===== src/hdl/lgrs_pkg.sv =====
// ----------------------------------------------------------------------------
// lgrs_pkg
// Shared types and constants for the row-streaming Game of Life generation.
// ----------------------------------------------------------------------------
`default_nettype none

package lgrs_pkg;

   localparam int unsigned RowBits     = 64;
   localparam int unsigned RowNumBits  = 12;
   localparam int unsigned WidthBits   = 7;
   localparam int unsigned CountBits   = 13;
   localparam int unsigned CsrAddrBits = 3;
   localparam int unsigned CsrDataBits = 32;
   localparam int unsigned RspDataBits = 80;

   // register indexes, decoded from paddr[2]
   localparam logic RegRowWidth = 1'b0;
   localparam logic RegRowCount = 1'b1;

   localparam logic [WidthBits-1:0] RowWidthReset = 7'd64;
   localparam logic [CountBits-1:0] RowCountReset = 13'd64;
   localparam logic [WidthBits-1:0] MinWidth      = 7'd3;
   localparam logic [CountBits-1:0] MinRows       = 13'd3;

   // neighbour counts of the cell rule
   localparam logic [3:0] CountBirth = 4'd3;
   localparam logic [3:0] CountKeep  = 4'd2;

   // which result of a pending row is produced next
   typedef enum logic [2:0] {
      PH_ROW_ABOVE = 3'b001,
      PH_ROW_LAST  = 3'b010,
      PH_ROW_FIRST = 3'b100
   } phase_type;

endpackage

`default_nettype wire


===== src/hdl/life_generation_row_stream.sv =====
// ----------------------------------------------------------------------------
// life_generation_row_stream
// One Game of Life generation on a toroidal field, one row per input beat.
// ----------------------------------------------------------------------------
//  channel | dir  | beat contents
//  req     | in   | tdata[63:0] row_cells
//  rsp     | out  | tdata[11:0] row_number, [75:12] next_cells; tlast generation_done
//  csr     | apb  | 0x0 row_width, 0x4 row_count
//
//  One row beat per cycle while req_tready is high; each beat's result passes
//  through the job register and the output register. Rows 0 and 1 give no result;
//  the last row yields three result beats, keeping req_tready low until the third.
//  Output register stalls on rsp_tready; req_tready follows it combinationally.
//  Synchronous reset clears control state and restores the register defaults.
// ----------------------------------------------------------------------------
`default_nettype none

module life_generation_row_stream #(
   parameter int unsigned MAX_WIDTH = 64,
   parameter int unsigned MAX_ROWS  = 4096
) (
   input  wire                                  clock,
   input  wire                                  reset,
   // row_cells
   input  wire  [lgrs_pkg::RowBits-1:0]         req_tdata,
   input  wire                                  req_tvalid,
   output logic                                 req_tready,
   // row_number, next_cells, 4 bits zero pad
   output logic [lgrs_pkg::RspDataBits-1:0]     rsp_tdata,
   output logic                                 rsp_tvalid,
   input  wire                                  rsp_tready,
   output logic                                 rsp_tlast,
   input  wire                                  csr_psel,
   input  wire                                  csr_penable,
   input  wire                                  csr_pwrite,
   input  wire  [lgrs_pkg::CsrAddrBits-1:0]     csr_paddr,
   input  wire  [lgrs_pkg::CsrDataBits-1:0]     csr_pwdata,
   output logic [lgrs_pkg::CsrDataBits-1:0]     csr_prdata,
   output logic                                 csr_pready
);

   localparam int unsigned RowCntW = (MAX_ROWS > 2) ? $clog2(MAX_ROWS) : 2;

   logic [lgrs_pkg::WidthBits-1:0] row_width_ff, row_width_in;
   logic [lgrs_pkg::CountBits-1:0] row_count_ff, row_count_in;

   logic [lgrs_pkg::RowBits-1:0] window_upper_ff, window_upper_in;
   logic [lgrs_pkg::RowBits-1:0] window_middle_ff, window_middle_in;
   logic [lgrs_pkg::RowBits-1:0] saved_first_ff, saved_first_in;
   logic [lgrs_pkg::RowBits-1:0] saved_second_ff, saved_second_in;
   logic [RowCntW-1:0]           rows_received_ff, rows_received_in;

   logic                         job_valid_ff, job_valid_in;
   logic                         job_last_ff, job_last_in;
   lgrs_pkg::phase_type          job_phase_ff, job_phase_in;
   logic [RowCntW-1:0]           job_row_ff, job_row_in;
   logic [lgrs_pkg::RowBits-1:0] job_upper_ff, job_upper_in;
   logic [lgrs_pkg::RowBits-1:0] job_middle_ff, job_middle_in;
   logic [lgrs_pkg::RowBits-1:0] job_lower_ff, job_lower_in;

   logic                            out_valid_ff, out_valid_in;
   logic                            out_last_ff, out_last_in;
   logic [lgrs_pkg::RowNumBits-1:0] out_row_ff, out_row_in;
   logic [lgrs_pkg::RowBits-1:0]    out_cells_ff, out_cells_in;

   logic [lgrs_pkg::WidthBits-1:0] width_eff;
   logic [lgrs_pkg::CountBits-1:0] rows_eff;
   logic [lgrs_pkg::RowBits-1:0]   width_mask;
   logic [lgrs_pkg::RowBits-1:0]   row_masked;
   logic [lgrs_pkg::RowBits-1:0]   op_above, op_mid, op_below;
   logic                           csr_write;
   logic                           req_accept;
   logic                           row_is_last;
   logic                           out_load;
   logic                           job_done;

   function automatic logic [lgrs_pkg::RowBits-1:0] next_row(
      input logic [lgrs_pkg::RowBits-1:0]   above,
      input logic [lgrs_pkg::RowBits-1:0]   mid,
      input logic [lgrs_pkg::RowBits-1:0]   below,
      input logic [lgrs_pkg::RowBits-1:0]   mask,
      input logic [lgrs_pkg::WidthBits-1:0] w
   );
      logic [lgrs_pkg::RowBits-1:0] a, m, b, res;
      logic [5:0] wrap_col;
      logic       al, ml, bl, ar, mr, br, wrap_right;
      logic [3:0] cnt;
      a        = above & mask;
      m        = mid & mask;
      b        = below & mask;
      wrap_col = 6'(w - 7'd1);
      res      = '0;
      for (int j = 0; j < int'(lgrs_pkg::RowBits); j++) begin
         if (j == 0) begin
            al = a[wrap_col];
            ml = m[wrap_col];
            bl = b[wrap_col];
         end else begin
            al = a[(j + 63) % 64];
            ml = m[(j + 63) % 64];
            bl = b[(j + 63) % 64];
         end
         wrap_right = (7'(j + 1) == w);
         ar = wrap_right ? a[0] : a[(j + 1) % 64];
         mr = wrap_right ? m[0] : m[(j + 1) % 64];
         br = wrap_right ? b[0] : b[(j + 1) % 64];
         cnt = 4'(al) + 4'(a[j]) + 4'(ar) + 4'(ml) + 4'(mr)
             + 4'(bl) + 4'(b[j]) + 4'(br);
         res[j] = mask[j] & ((cnt == lgrs_pkg::CountBirth)
                             | ((cnt == lgrs_pkg::CountKeep) & m[j]));
      end
      return res;
   endfunction

   // configuration
   assign csr_pready = 1'b1;
   assign csr_write  = csr_psel & csr_penable & csr_pwrite & csr_pready;

   always_comb begin
      row_width_in = row_width_ff;
      row_count_in = row_count_ff;
      if (csr_write) begin
         case (csr_paddr[2])
            lgrs_pkg::RegRowWidth: row_width_in = csr_pwdata[lgrs_pkg::WidthBits-1:0];
            lgrs_pkg::RegRowCount: row_count_in = csr_pwdata[lgrs_pkg::CountBits-1:0];
            default: ;
         endcase
      end
   end

   always_comb begin
      case (csr_paddr[2])
         lgrs_pkg::RegRowWidth: csr_prdata = 32'(row_width_ff);
         lgrs_pkg::RegRowCount: csr_prdata = 32'(row_count_ff);
         default:               csr_prdata = '0;
      endcase
   end

   // clamped geometry
   always_comb begin
      width_eff = row_width_ff;
      if (row_width_ff < lgrs_pkg::MinWidth) width_eff = lgrs_pkg::MinWidth;
      if (32'(row_width_ff) > MAX_WIDTH) width_eff = 7'(MAX_WIDTH);
      rows_eff = row_count_ff;
      if (row_count_ff < lgrs_pkg::MinRows) rows_eff = lgrs_pkg::MinRows;
      if (32'(row_count_ff) > MAX_ROWS) rows_eff = 13'(MAX_ROWS);
      for (int j = 0; j < int'(lgrs_pkg::RowBits); j++) begin
         width_mask[j] = (7'(j) < width_eff);
      end
   end

   // handshake
   assign out_load   = job_valid_ff & (~out_valid_ff | rsp_tready);
   assign job_done   = out_load & ((job_phase_ff == lgrs_pkg::PH_ROW_FIRST) | ~job_last_ff);
   assign req_tready = ~job_valid_ff | job_done;
   assign req_accept = req_tvalid & req_tready;
   assign row_masked = req_tdata & width_mask;
   assign row_is_last = (32'(rows_received_ff) + 32'd1) >= 32'(rows_eff);

   // window and row counter
   always_comb begin
      window_upper_in  = window_upper_ff;
      window_middle_in = window_middle_ff;
      saved_first_in   = saved_first_ff;
      saved_second_in  = saved_second_ff;
      rows_received_in = rows_received_ff;
      job_upper_in     = job_upper_ff;
      job_middle_in    = job_middle_ff;
      job_lower_in     = job_lower_ff;
      job_row_in       = job_row_ff;
      job_last_in      = job_last_ff;
      job_valid_in     = job_valid_ff & ~job_done;
      job_phase_in     = job_phase_ff;
      if (out_load & ~job_done) begin
         case (job_phase_ff)
            lgrs_pkg::PH_ROW_ABOVE: job_phase_in = lgrs_pkg::PH_ROW_LAST;
            lgrs_pkg::PH_ROW_LAST:  job_phase_in = lgrs_pkg::PH_ROW_FIRST;
            default:                job_phase_in = lgrs_pkg::PH_ROW_FIRST;
         endcase
      end
      if (req_accept) begin
         if (rows_received_ff == '0) begin
            saved_first_in   = row_masked;
            window_middle_in = row_masked;
            rows_received_in = RowCntW'(1);
         end else if (rows_received_ff == RowCntW'(1)) begin
            saved_second_in  = row_masked;
            window_upper_in  = window_middle_ff;
            window_middle_in = row_masked;
            rows_received_in = RowCntW'(2);
         end else begin
            job_valid_in     = 1'b1;
            job_phase_in     = lgrs_pkg::PH_ROW_ABOVE;
            job_last_in      = row_is_last;
            job_row_in       = rows_received_ff;
            job_upper_in     = window_upper_ff;
            job_middle_in    = window_middle_ff;
            job_lower_in     = row_masked;
            window_upper_in  = window_middle_ff;
            window_middle_in = row_masked;
            rows_received_in = row_is_last ? '0 : rows_received_ff + RowCntW'(1);
         end
      end
   end

   // result stage; saved rows are stable while a job is pending
   always_comb begin
      case (job_phase_ff)
         lgrs_pkg::PH_ROW_LAST: begin
            op_above = job_middle_ff;
            op_mid   = job_lower_ff;
            op_below = saved_first_ff;
         end
         lgrs_pkg::PH_ROW_FIRST: begin
            op_above = job_lower_ff;
            op_mid   = saved_first_ff;
            op_below = saved_second_ff;
         end
         default: begin
            op_above = job_upper_ff;
            op_mid   = job_middle_ff;
            op_below = job_lower_ff;
         end
      endcase
   end

   always_comb begin
      out_valid_in = out_valid_ff & ~rsp_tready;
      out_last_in  = out_last_ff;
      out_row_in   = out_row_ff;
      out_cells_in = out_cells_ff;
      if (out_load) begin
         out_valid_in = 1'b1;
         out_cells_in = next_row(op_above, op_mid, op_below, width_mask, width_eff);
         case (job_phase_ff)
            lgrs_pkg::PH_ROW_LAST: begin
               out_row_in  = lgrs_pkg::RowNumBits'(job_row_ff);
               out_last_in = 1'b0;
            end
            lgrs_pkg::PH_ROW_FIRST: begin
               out_row_in  = '0;
               out_last_in = 1'b1;
            end
            default: begin
               out_row_in  = lgrs_pkg::RowNumBits'(job_row_ff - RowCntW'(1));
               out_last_in = 1'b0;
            end
         endcase
      end
   end

   always_ff @(posedge clock) begin
      if (reset) begin
         row_width_ff     <= lgrs_pkg::RowWidthReset;
         row_count_ff     <= lgrs_pkg::RowCountReset;
         window_upper_ff  <= '0;
         window_middle_ff <= '0;
         saved_first_ff   <= '0;
         saved_second_ff  <= '0;
         rows_received_ff <= '0;
         job_valid_ff     <= 1'b0;
         job_phase_ff     <= lgrs_pkg::PH_ROW_ABOVE;
         out_valid_ff     <= 1'b0;
      end else begin
         row_width_ff     <= row_width_in;
         row_count_ff     <= row_count_in;
         window_upper_ff  <= window_upper_in;
         window_middle_ff <= window_middle_in;
         saved_first_ff   <= saved_first_in;
         saved_second_ff  <= saved_second_in;
         rows_received_ff <= rows_received_in;
         job_valid_ff     <= job_valid_in;
         job_phase_ff     <= job_phase_in;
         out_valid_ff     <= out_valid_in;
      end
   end

   always_ff @(posedge clock) begin
      job_last_ff   <= job_last_in;
      job_row_ff    <= job_row_in;
      job_upper_ff  <= job_upper_in;
      job_middle_ff <= job_middle_in;
      job_lower_ff  <= job_lower_in;
      out_last_ff   <= out_last_in;
      out_row_ff    <= out_row_in;
      out_cells_ff  <= out_cells_in;
   end

   assign rsp_tvalid = out_valid_ff;
   assign rsp_tlast  = out_last_ff;
   assign rsp_tdata  = {4'b0000, out_cells_ff, out_row_ff};

   // a job that is not the field's last row never leaves its first phase
   a_single_phase: assert property (@(posedge clock) disable iff (reset)
      (job_valid_ff && !job_last_ff) |-> (job_phase_ff == lgrs_pkg::PH_ROW_ABOVE))
      else $error("non-final row job advanced past its first result");

   // the closing beat of a generation always describes row 0
   a_last_is_row0: assert property (@(posedge clock) disable iff (reset)
      (out_valid_ff && out_last_ff) |-> (out_row_ff == '0))
      else $error("generation_done beat not for row 0");

   // taking the last row restarts the row counter
   a_wrap_restart: assert property (@(posedge clock) disable iff (reset)
      (req_accept && rows_received_ff > RowCntW'(1) && row_is_last)
      |=> (rows_received_ff == '0))
      else $error("row counter did not wrap after the last row");

   // a stalled result beat is never overwritten by the job stage
   a_no_overwrite: assert property (@(posedge clock) disable iff (reset)
      (out_valid_ff && !rsp_tready) |=> (out_valid_ff && $stable(out_cells_ff)))
      else $error("pending result replaced while stalled");

endmodule

`default_nettype wire

===== config.mk =====
export PLATFORM = sky130hd
export DESIGN_NAME = life_generation_row_stream
export DESIGN_NICKNAME = d
export VERILOG_FILES = /design/src/hdl/lgrs_pkg.sv /design/src/hdl/life_generation_row_stream.sv
export SDC_FILE = /design/constraint.sdc
export NUM_CORES = 2
export LEC_CHECK = 0
export BUFFER_PORTS_ARGS = -buffer_cell sky130_fd_sc_hd__buf_4
export CAP_MARGIN = 20
export CORE_AREA = 8 8 344 346
export CTS_BUF_LIST = sky130_fd_sc_hd__clkbuf_8 sky130_fd_sc_hd__clkbuf_16
export DETAILED_ROUTE_END_ITERATION = 6
export DIE_AREA = 0 0 352 354
export MAX_ROUTING_LAYER = met4
export RECOVER_POWER = 100
export SYNTH_ARGS = -nofsm -noshare
export SYNTH_HDL_FRONTEND = slang
export SYNTH_SLANG_ARGS = --single-unit

===== constraint.sdc =====
create_clock -name clock -period 10.8 [get_ports clock]
set_input_delay 1.62 -clock clock [delete_from_list [all_inputs] [get_ports clock]]
set_output_delay 1.62 -clock clock [all_outputs]
set_load 0.01 [all_outputs]

==> flow_summary_export.csv <==
group,metric,value,unit
worst_setup_path,rrSetupSlack,1860,ps
job,maxCapViolCount,11,
die,io-pin-count,222,
timing,hold_viol,0,
pwr,p_leak,17.25,nW
timing,max_freq,111.9,MHz
timing,hold_ws,423.8,ps
worst_hold_path,hold_start,"window_upper_ff[17]",
synthesis,ys_seq_elements,575,
worst_setup_path,cp-end-kind,"flip-flop",
cells_and_area,syn2layout_area_growth,11.45,%
cts,clk_pin_slew_worst_paths,60,ps
synthesis,synthArstFlopShare,0,%
timing,tightest_slew,5798,ps
timing,finalCriticalPeriod,8937,ps
worst_setup_path,worstReg2RegEnd,"out_cells_ff[0]",
timing,rsz0062_at_grt,"no",
synthesis,synthCells,4359,
worst_hold_path,hold-path-endpoint,"job_upper_ff[17]",
cells_and_area,final_common_cell,"nand2_1",
synthesis,yosysWarnings,0,
worst_setup_path,startpoint_type,"flip-flop",
synthesis,synth-seq-area-share,36.63,%
timing,skew,42.22,ps
synthesis,netlist.area_leader.share,21.64,%
synthesis,synth_cell_types,93,
pwr,peakVddDrop,0.08223,mV
status,status,"finished, violations left",
cells_and_area,layout_common_cells,"629 x nand2_1, 613 x a21oi_1, 413 x inv_1",
synthesis,synth_area_leaders,"edfxtp_1 22%, dfxtp_1 15%, fa_1 13%",
grt,antenna_found_initial,16,
worst_setup_path,ff2ff_path_depth,18,
synthesis,synth_flop_cell,"dfxtp_1",
synthesis,postSynthAreaPerCell,8.976,sq um
worst_hold_path,whs_path_depth,0,
worst_setup_path,worstSetupPathType,"reg2reg",
synthesis,synth_enable_flop_cells,282,
grt,grt_pass1_vias,33440,
timing,slew_headroom,-286.5,%
pwr,report.power.total,6.820,mW
cts,postCtsHoldBufs,0,
worst_setup_path,crit_arrival,9320,ps
die,dieArea,124600,sq um
timing,slew_violations,392,
die,die_w,352,um
cts,cts_tree,"done",
die,rows,124,
die,core,113100,sq um
cts,cts_buffers,67,
drt,avgRoutedWirePerCell,25.09,um
status,violations,"capacitance limit, slew limit",
timing,fin_crit_sh,82.75,%
cts,cts-root-buf,"clkbuf_16",
drt,num_vias,34490,
placement,dp_hpwl,104900,um
drt,drtAntennaViolNets,0,
drt,routed_wl,150200,um
timing,setup_viol,0,
synthesis,synth_top_cell_by_area,"edfxtp_1",
drt,drc,0,
placement,io_buffers,176,
cells_and_area,drive_gt1_share,7.504,%
drt,drt-vias-per-instance,5.761,
die,initial_core_util,34.59,%
grt,grt_remaining_overflow,0,
cts,clockBufferDepth,3,
grt,grt_pass1_wl,220800,um
cells_and_area,nFillCells,11480,
cts,cts.sinks,575,
grt,track_usage,23.80,%
drt,drt-initial-drc-count,4044,
cells_and_area,nNetsFinal,4984,
cts,htree_levels,3,
worst_setup_path,reg2reg_from,"row_width_ff[3]",
worst_hold_path,worstHoldPathType,"reg2reg",
cts,clk_latency,650,ps
worst_setup_path,critPathMaxFanout,47,
timing,tns,0,ps
cells_and_area,seqCellArea,14340,sq um
drt,dr.pass1.iters,6,
die,die_y,354,um
synthesis,netlist_area,39130,sq um
cells_and_area,multi_input_area,22060,sq um
cts,post_cts_buffers,0,
worst_setup_path,cp_data_required_time,11190,ps
cts,ctsResizeCount,0,
pwr,p_per_area,156.4,nW/um^2
grt,grt_max_degree,181,
placement,routabilityCongestion,1.026,
==> synthesized netlist by cell type, drive strengths merged (17+ instances only) <==
| master | number |
|---|---|
| o22ai | 98 |
| o221ai | 18 |
| nand3 | 124 |
| dfxtp | 293 |
| edfxtp | 282 |
| a21boi | 34 |
| nor2b | 46 |
| a21o | 17 |
| clkbuf | 135 |
| a221oi | 18 |
| buf | 156 |
| ha | 209 |
| o2111a | 28 |
| nand2 | 631 |
| a22oi | 103 |
| nor3 | 71 |
| inv | 402 |
| a31oi | 47 |
| and2 | 50 |
| nor2 | 269 |
| fa | 256 |
| o22a | 36 |
| a211oi | 33 |
| a21oi | 616 |
| o21ai | 123 |
==> where the power goes <==
part           switching (mW)  internal (mW)  total (mW)
logic                    1.27          0.755        2.02
clock network           0.962           1.31        2.27
registers              0.0689           2.45        2.52
total                    2.30           4.52        6.82
==> logic make-up after synthesis <==
| group | after synthesis | synth area share [%] |
|---|---|---|
| AO/OA/AOI/OAI | 1299 | 20.88 |
| buffers and inverters | 696 | 7.387 |
| AND/OR/NAND/NOR | 1292 | 14.56 |
| adder cells (fa/ha/maj) | 465 | 19.78 |
| flip-flops | 575 | 36.63 |
| XOR/XNOR | 13 | 0.2910 |
| multiplexers | 17 | 0.4541 |
| other | 2 | 0.01919 |
==> routing by layer <==
| metal | vias to the layer above | GRT usage (%) | share of wire (%) |
|---|---|---|---|
| met3 | 422 | 5.909 | 11 |
| met2 | 1939 | 35.22 | 43 |
| li1 | 15370 | - | - |
| met5 | - | - | 0 |
| met1 | 16760 | 30.52 | 41 |
| met4 | 0 | 11.20 | 5.5 |
==> through the flow <==
step	util [%]	setup slack, ps	area (sq um)	cells
3_3_place_gp	36.99	3771	41840	5853
3_5_place_dp	37.00	3732	41850	5854
5_1_grt	38.55	1918	43600	5985
2_1_floorplan	-	4570	39210	4381
6_report	38.55	1863	43610	5987
4_1_cts	38.91	3723	44010	5974
==> how the worst max path moves through the flow <==
| stage | slack (ps) | start | end |
|---|---|---|---|
| after floorplan | 4570 | rsp_tready | job_phase_ff[1] |
| after global placement | 3770 | job_phase_ff[1] | out_cells_ff[0] |
| after detailed placement | 3730 | job_phase_ff[1] | out_cells_ff[0] |
| after CTS | 3720 | job_phase_ff[1] | out_cells_ff[0] |
| after global routing | 1920 | job_phase_ff[0] | out_cells_ff[0] |
| final | 1860 | row_width_ff[3] | out_cells_ff[0] |
==> critical path, cell delays in order (launching register included) <==
cell and delay [ps]:
dfxtp_1 450, clkbuf_1 2130, nor3_1 850, a21oi_1 1160, a21oi_1 130, a311oi_1 510, nor3_1 190, a41oi_1 430
and4b_1 300, fa_1 400, inv_1 90, fa_1 420, fa_1 550, inv_1 40, ha_1 210, fa_1 390
nand3_1 90, o21ai_0 90, o211a_1 140
==> registers in the layout, indices dropped and copies added (netlist names), 13 cells and up <==
register / count
saved_first_ff: 64
job_middle_ff: 64
window_middle_ff: 64
job_upper_ff: 64
job_lower_ff: 64
row_count_ff: 13
out_cells_ff: 64
window_upper_ff: 64
saved_second_ff: 64
==> final cells by class <==
type	count	share of cell area, %
inverter	405	3.498
antenna	11	0.06312
multi-input combinational	3110	50.58
timing repair buffer	254	3.676
clock buffer	72	4.080
clock inverter	48	0.8837
sequential	575	32.88
tap	1512	4.338
(Power assumes the default switching activity.)
